<file path="src/hdl/mtdl_pkg.sv">
// Shared types and constants for the two-way descending merge block.
// Depends on nothing; every other file in hdl/ uses it.
package mtdl_pkg;

  localparam int VALUE_W        = 31;
  localparam int OP_W           = 2;
  localparam int LIST_DEPTH_DEF = 32;

  typedef enum logic [OP_W-1:0] {
    OP_PUSH_A = 2'd0,
    OP_PUSH_B = 2'd1,
    OP_MERGE  = 2'd2
  } op_t;

  typedef enum logic {
    ST_IDLE  = 1'b0,
    ST_MERGE = 1'b1
  } state_t;

  // control from the sequencer to one list store
  typedef struct packed {
    logic push;   // push request (zero / full filtered in the store)
    logic clear;  // drop all entries after a merge run
  } list_ctrl_t;

endpackage

</file>
<file path="src/hdl/mtdl_if.sv">
// Valid/ready channel interfaces for the merge block: input items and results.
// Depends on mtdl_pkg for field widths.
interface mtdl_in_if;
  logic                         valid;
  logic                         ready;
  logic [mtdl_pkg::OP_W-1:0]    operation;
  logic [mtdl_pkg::VALUE_W-1:0] value;

  modport source (output valid, operation, value, input ready);
  modport sink   (input valid, operation, value, output ready);
endinterface

interface mtdl_out_if;
  logic                         valid;
  logic                         ready;
  logic [mtdl_pkg::VALUE_W-1:0] merged_value;
  logic                         last;
  logic                         empty_res;

  modport source (output valid, merged_value, last, empty_res, input ready);
  modport sink   (input valid, merged_value, last, empty_res, output ready);
endinterface

</file>
<file path="src/hdl/mtdl_list.sv">
// One list store: synchronous memory, fill count, push and head read port.
// Depends on mtdl_pkg.
module mtdl_list #(
  parameter int LIST_DEPTH = mtdl_pkg::LIST_DEPTH_DEF,
  parameter int CW         = $clog2(LIST_DEPTH + 1)
) (
  input  logic                         clk,
  input  logic                         rst,
  input  mtdl_pkg::list_ctrl_t         ctrl,
  input  logic [mtdl_pkg::VALUE_W-1:0] push_value,
  input  logic [CW-1:0]                raddr,
  output logic [mtdl_pkg::VALUE_W-1:0] rdata,
  output logic [CW-1:0]                count
);
  import mtdl_pkg::*;

  localparam int AW = (LIST_DEPTH > 1) ? $clog2(LIST_DEPTH) : 1;

  logic [VALUE_W-1:0] mem [LIST_DEPTH];
  logic               wr_en;
  logic [AW-1:0]      rd_idx;

  assign wr_en = ctrl.push && (push_value != '0) && (count < CW'(LIST_DEPTH));
  // index one past the end reads entry 0; that data is never used
  assign rd_idx = (raddr < CW'(LIST_DEPTH)) ? AW'(raddr) : '0;

  always_ff @(posedge clk) begin
    if (rst) begin
      count <= '0;
    end else if (ctrl.clear) begin
      count <= '0;
    end else if (wr_en) begin
      count <= count + 1'b1;
    end
  end

  always_ff @(posedge clk) begin
    if (wr_en) begin
      mem[AW'(count)] <= push_value;
    end
    rdata <= mem[rd_idx];
  end

endmodule

</file>
<file path="src/hdl/merge_two_descending_lists_core.sv">
// Two-way merge of two descending lists held in synchronous memories.
// Depends on mtdl_pkg, mtdl_if and mtdl_list.
//
//  channel | dir | payload                           | handshake
//  --------+-----+-----------------------------------+-------------
//  in_ch   | in  | operation, value                  | valid/ready
//  out_ch  | out | merged_value, last, empty_res     | valid/ready
//
// Pushes are accepted back to back.
// A merge first primes the memory read ports with both head addresses, then
// emits one result per cycle while the output is not stalled (countA+countB
// results, or one empty result), paced by the registered reads of both lists.
// Input is held off while a merge run is in progress; output stalls freeze
// the read indexes so the registered heads stay valid.
// Reset (rst, synchronous) empties both lists and the output register.
module merge_two_descending_lists_core #(
  parameter int LIST_DEPTH = mtdl_pkg::LIST_DEPTH_DEF
) (
  input logic        clk,
  input logic        rst,
  mtdl_in_if.sink    in_ch,
  mtdl_out_if.source out_ch
);
  import mtdl_pkg::*;

  localparam int CW = $clog2(LIST_DEPTH + 1);

  state_t             state, state_next;
  logic [CW-1:0]      idx_a, idx_a_next;
  logic [CW-1:0]      idx_b, idx_b_next;
  logic [CW-1:0]      count_a, count_b;
  logic [VALUE_W-1:0] head_a, head_b;
  list_ctrl_t         ctrl_a, ctrl_b;

  logic               out_valid;
  logic [VALUE_W-1:0] merged_value;
  logic               last;
  logic               empty_res;

  logic               in_fire, slot_free, take_a, clear_lists;
  logic               load;
  logic [VALUE_W-1:0] load_value;
  logic               load_last, load_empty;

  assign in_fire   = in_ch.valid && in_ch.ready;
  assign slot_free = !out_valid || out_ch.ready;
  assign take_a    = (idx_a < count_a) && ((idx_b >= count_b) || (head_a >= head_b));

  assign ctrl_a.push  = in_fire && (in_ch.operation == OP_PUSH_A);
  assign ctrl_a.clear = clear_lists;
  assign ctrl_b.push  = in_fire && (in_ch.operation == OP_PUSH_B);
  assign ctrl_b.clear = clear_lists;

  mtdl_list #(.LIST_DEPTH(LIST_DEPTH), .CW(CW)) u_list_a (
    .clk        (clk),
    .rst        (rst),
    .ctrl       (ctrl_a),
    .push_value (in_ch.value),
    .raddr      (idx_a_next),
    .rdata      (head_a),
    .count      (count_a)
  );

  mtdl_list #(.LIST_DEPTH(LIST_DEPTH), .CW(CW)) u_list_b (
    .clk        (clk),
    .rst        (rst),
    .ctrl       (ctrl_b),
    .push_value (in_ch.value),
    .raddr      (idx_b_next),
    .rdata      (head_b),
    .count      (count_b)
  );

  always_ff @(posedge clk) begin
    if (rst) begin
      state <= ST_IDLE;
      idx_a <= '0;
      idx_b <= '0;
    end else begin
      state <= state_next;
      idx_a <= idx_a_next;
      idx_b <= idx_b_next;
    end
  end

  always_comb begin
    state_next  = state;
    idx_a_next  = idx_a;
    idx_b_next  = idx_b;
    load        = 1'b0;
    load_value  = '0;
    load_last   = 1'b0;
    load_empty  = 1'b0;
    clear_lists = 1'b0;
    case (state)
      ST_IDLE: begin
        if (in_fire && (in_ch.operation == OP_MERGE)) begin
          // addresses of both heads go to the memories this cycle
          state_next = ST_MERGE;
          idx_a_next = '0;
          idx_b_next = '0;
        end
      end
      ST_MERGE: begin
        if (slot_free) begin
          load = 1'b1;
          if ((count_a == '0) && (count_b == '0)) begin
            load_last  = 1'b1;
            load_empty = 1'b1;
          end else begin
            if (take_a) begin
              load_value = head_a;
              idx_a_next = idx_a + 1'b1;
            end else begin
              load_value = head_b;
              idx_b_next = idx_b + 1'b1;
            end
            load_last = (idx_a_next == count_a) && (idx_b_next == count_b);
          end
          if (load_last) begin
            clear_lists = 1'b1;
            state_next  = ST_IDLE;
          end
        end
      end
      default: begin
        state_next = ST_IDLE;
      end
    endcase
  end

  // output register
  always_ff @(posedge clk) begin
    if (rst) begin
      out_valid <= 1'b0;
    end else if (load) begin
      out_valid <= 1'b1;
    end else if (out_ch.ready) begin
      out_valid <= 1'b0;
    end
  end

  always_ff @(posedge clk) begin
    if (load) begin
      merged_value <= load_value;
      last         <= load_last;
      empty_res    <= load_empty;
    end
  end

  assign in_ch.ready         = (state == ST_IDLE);
  assign out_ch.valid        = out_valid;
  assign out_ch.merged_value = merged_value;
  assign out_ch.last         = last;
  assign out_ch.empty_res    = empty_res;

endmodule

</file>
<file path="src/flat_wrapper.sv">
// flat-port wrapper written by rule: the top's interface ports become plain ports
module merge_two_descending_lists_core_flat import mtdl_pkg::*;
#(
  parameter int LIST_DEPTH = mtdl_pkg::LIST_DEPTH_DEF
)
  (clk, rst, in_ch_valid, in_ch_operation, in_ch_value, in_ch_ready, out_ch_valid, out_ch_merged_value, out_ch_last, out_ch_empty_res, out_ch_ready);
  mtdl_in_if in_ch_i ();
  mtdl_out_if out_ch_i ();
  input logic clk;
  input logic rst;
  input wire logic [$bits(in_ch_i.valid)-1:0] in_ch_valid;
  input wire logic [$bits(in_ch_i.operation)-1:0] in_ch_operation;
  input wire logic [$bits(in_ch_i.value)-1:0] in_ch_value;
  output wire logic [$bits(in_ch_i.ready)-1:0] in_ch_ready;
  output wire logic [$bits(out_ch_i.valid)-1:0] out_ch_valid;
  output wire logic [$bits(out_ch_i.merged_value)-1:0] out_ch_merged_value;
  output wire logic [$bits(out_ch_i.last)-1:0] out_ch_last;
  output wire logic [$bits(out_ch_i.empty_res)-1:0] out_ch_empty_res;
  input wire logic [$bits(out_ch_i.ready)-1:0] out_ch_ready;
  assign in_ch_i.valid = in_ch_valid;
  assign in_ch_i.operation = in_ch_operation;
  assign in_ch_i.value = in_ch_value;
  assign in_ch_ready = in_ch_i.ready;
  assign out_ch_valid = out_ch_i.valid;
  assign out_ch_merged_value = out_ch_i.merged_value;
  assign out_ch_last = out_ch_i.last;
  assign out_ch_empty_res = out_ch_i.empty_res;
  assign out_ch_i.ready = out_ch_ready;
  merge_two_descending_lists_core #(.LIST_DEPTH(LIST_DEPTH)) u_core (.clk(clk), .rst(rst), .in_ch(in_ch_i), .out_ch(out_ch_i));
endmodule
</file>
<file path="config.mk">
export PLATFORM = sky130hd
export DESIGN_NAME = merge_two_descending_lists_core_flat
export DESIGN_NICKNAME = d
export VERILOG_FILES = /design/src/hdl/mtdl_pkg.sv /design/src/hdl/mtdl_if.sv /design/src/hdl/mtdl_list.sv /design/src/hdl/merge_two_descending_lists_core.sv /design/src/flat_wrapper.sv
export SDC_FILE = /design/constraint.sdc
export NUM_CORES = 2
export LEC_CHECK = 0
export BUFFER_PORTS_ARGS = -buffer_cell sky130_fd_sc_hd__buf_2
export CAP_MARGIN = 20
export CORE_MARGIN = 8
export CORE_UTILIZATION = 25
export DETAILED_ROUTE_END_ITERATION = 10
export PLACE_DENSITY = 0.35
export RECOVER_POWER = 100
export SETUP_SLACK_MARGIN = 0.5
export SYNTH_ARGS = -nofsm -noshare
export SYNTH_HDL_FRONTEND = slang
export SYNTH_HIERARCHICAL = 1
export SYNTH_SLANG_ARGS = --single-unit
</file>
<file path="constraint.sdc">
create_clock -name clk -period 6.4 [get_ports clk]
set_input_delay 1.28 -clock clk [delete_from_list [all_inputs] [get_ports clk]]
set_output_delay 1.28 -clock clk [all_outputs]
set_load 0.005 [all_outputs]
</file>
==> results.py <==
metrics = {
    "floorplanning": {
        "fp.dieW_um": 592,
        "fp.dieH_um": 592,
        "start_util": 0.251,
        "pin_count": 72,
        "num_rows": 211,
        "core_area_sq_um": 330000,
        "dieArea_sq_um": 350000,
    },
    "power": {
        "p_sw_uw": 6090,
        "clockPowerShare": 0.458,
        "peakVddDrop_mv": 0.209,
        "combinationalPowerShare": 0.021,
        "power.internal_uw": 23100,
        "power.share.sequential": 0.521,
        "p_sw_frac": 0.209,
        "leakagePower_uw": 0.0287,
        "powerDensity_nw_per_um2": 300,
    },
    "synthesis": {
        "synth.area.top_cells": "edfxtp_1 73%, mux2i_1 7.2%, mux4_2 2.5%",
        "yosysSeqAreaShare": 0.752,
        "ys.flop_type": "edfxtp_1",
        "yosys.cell_types.count": 64,
        "synth_seq_cells": 2105,
        "yosysMostFrequentCell": "edfxtp_1",
        "synthArstFlopShare": 0,
        "netlist.top_cell.by_area": "edfxtp_1",
        "synth_top_area_share": 0.731,
        "syn_area_sq_um": 82900,
        "netlist_instances": 4624,
        "syn_nets": 4713,
        "synth_common_cells": "2017 x edfxtp_1, 600 x mux2i_1, 186 x o221ai_1, 186 x o22a_1, 172 x nor2_1",
        "avgSynthCellArea_sq_um": 17.9,
        "ys_warn_count": 6,
        "synth-edff-count": 2017,
    },
    "clocking": {
        "clockBufferDepth": 4,
        "clk_pin_slew_ps": 60,
        "root_buffer": "clkbuf_16",
        "cts_max_level": 4,
        "cts_buffers": 238,
        "cts_hold_repair.buffers": 0,
        "cts_num_sinks": 2105,
        "cts_tree": "built",
        "clk-insertion-delay-late_ps": 890,
    },
    "sta": {
        "fmax_ghz": 0.169,
        "layout_worst_path_cycle_share": 0.924,
        "fin_crit_ps": 5910,
        "finalSetupViolations": 0,
        "worst_pin_slew_ps": 3440,
        "rsz0062_at_grt": "no",
        "final_hold_viol_count": 0,
        "skew_ps": 48.1,
        "slew_violations": 2576,
        "fin_tns_setup_ps": 0,
        "slew_headroom": -1.29,
    },
    "setup_path": {
        "cp_max_fo": 31,
        "cp-start-kind": "register",
        "endpoint_kind": "register",
        "path_class": "register to register",
        "crit_required_ps": 6960,
        "arrival_ps": 6480,
    },
    "placement": {
        "globalplace.congestion": 0.755,
        "portBuffers": 71,
        "hpwlAfterDp_mm": 169,
        "placed_area_sq_um": 90500,
    },
    "global_route": {
        "gr-total-overflow": 0,
        "grt_pass1_wl_mm": 396,
        "grt_antenna_before_repair": 21,
        "track_usage": 0.161,
        "grt_max_degree": 97,
        "grt_pass1_vias": 45882,
    },
    "drt": {
        "vias": 45678,
        "first_iter_violations": 3643,
        "drt_wl_total_mm": 292,
        "drc": 0,
        "wire_per_inst_um": 30.9,
        "viasPerCell": 4.83,
        "dr.pass1.iters": 6,
        "drtAntennaViolNets": 0,
    },
    "run": {
        "max_cap_viol_count": 86,
    },
    "final_layout": {
        "final_cell_area_sq_um": 97300,
        "final_nets": 4976,
        "drive_gt1_frac": 0.150,
        "syn_to_final_growth_pct": 17.5,
    },
    "run_status": {
        "status": "finished, violations left",
        "failed_checks": "capacitance limit, slew limit",
    },
    "min_path": {
        "hold_path_class": "register to register",
    },
}
final cells by class:
type / count / area, sq um
Sequential cell: 2105 / 62300
Fill cell: 32626 / 233000
Timing Repair Buffer: 337 / 2830
Inverter: 51 / 191
Tap cell: 4366 / 5460
Clock buffer: 339 / 6590
Antenna cell: 3 / 7.51
Clock inverter: 95 / 931
Multi-Input combinational cell: 2154 / 19000
metrics by stage:
step,util,total power [uW],setup WS (ps),std cells,hold slack (ps)
2_1_floorplan,-,15600,2420,4624,519
3_3_place_gp,0.274,16100,429,9011,567
3_5_place_dp,0.274,16100,479,9011,568
4_1_cts,0.297,29600,511,9446,579
5_1_grt,0.295,30100,250,9448,588
6_report,0.295,29200,486,9450,585
cells in the final DEF, fill, tap and decap left out, types with 67 or more instances in the layout:
cell	n
a21oi_1	162
buf_4	97
o211ai_1	68
o221ai_1	186
clkbuf_1	205
nor2_1	122
clkbuf_16	239
mux4_2	93
buf_12	70
o22a_1	186
dfxtp_1	88
o22ai_1	155
edfxtp_1	2017
mux2i_1	600
nand2_1	67
final timing paths:
| check | cells past startpoint | end | slack, ps | start |
|---|---|---|---|---|
| setup / recovery | 15 | u_core/u_list_b/rdata[22] | 490 | u_core/u_list_b/rdata[26] |
| hold / removal | 2 | u_core/idx_b[1] | 590 | u_core/idx_b[1] |
| setup reg to reg | 15 | u_core/u_list_b/rdata[22] | 490 | u_core/u_list_b/rdata[26] |
| hold reg to reg | 2 | u_core/idx_b[1] | 590 | u_core/idx_b[1] |
kinds of logic after synthesis:
family | share of synthesized area
DFF | 0.752
adders and majority gates | 0.00785
muxes | 0.0978
buffers and inverters | 0.0229
and+or+nand+nor | 0.0214
xor gates and xnor gates | 0.00305
AOI/OAI and AO/OA | 0.0947
sequential cells by signal, indices dropped and copies added, names as in the netlist, 31 cells and up:
register	flops
u_core/u_list_a/mem	992
u_core/u_list_b/mem	992
u_core/out_ch.merged_value	31
u_core/u_list_a/rdata	31
u_core/u_list_b/rdata	31
power groups by stage:
stage / clock network, uW / registers, uW / logic, uW
2_1_floorplan: 0 / 15400 / 200
5_1_grt: 14200 / 15200 / 650
6_report: 13400 / 15200 / 603
3_3_place_gp: 0 / 15500 / 629
3_5_place_dp: 0 / 15500 / 633
4_1_cts: 13800 / 15200 / 635
worst max-delay path: stages, from the launching register on:
cell	delay [ps]
dfxtp_1	590
inv_1	160
ha_1	320
and3_1	210
a22o_1	230
o21ai_0	390
nand4_1	280
o21ai_4	340
buf_4	390
nand3_1	160
xnor2_1	180
a22o_1	270
or3b_2	1270
a21oi_1	80
o221ai_1	140
o2111ai_1	500
layer usage:
metal  global-route usage  vias to the layer above  wire length, um
met5                    0                        -                0
met4               0.0389                        0             7340
met3               0.0230                      383            12200
met2                0.267                     1098           139000
met1                0.223                    24574           134000
li1                     -                    19623                -
repair_timing:
action / CTS / global route
hold endpoints to repair: 0 / 0
cloned: 1 / 0
gates resized for setup: 0 / 3
setup endpoints to repair: 3 / 5
buffers inserted: 0 / 1
pin swaps: 1 / 1
Note: power is estimated with default switching activity, not from simulation.
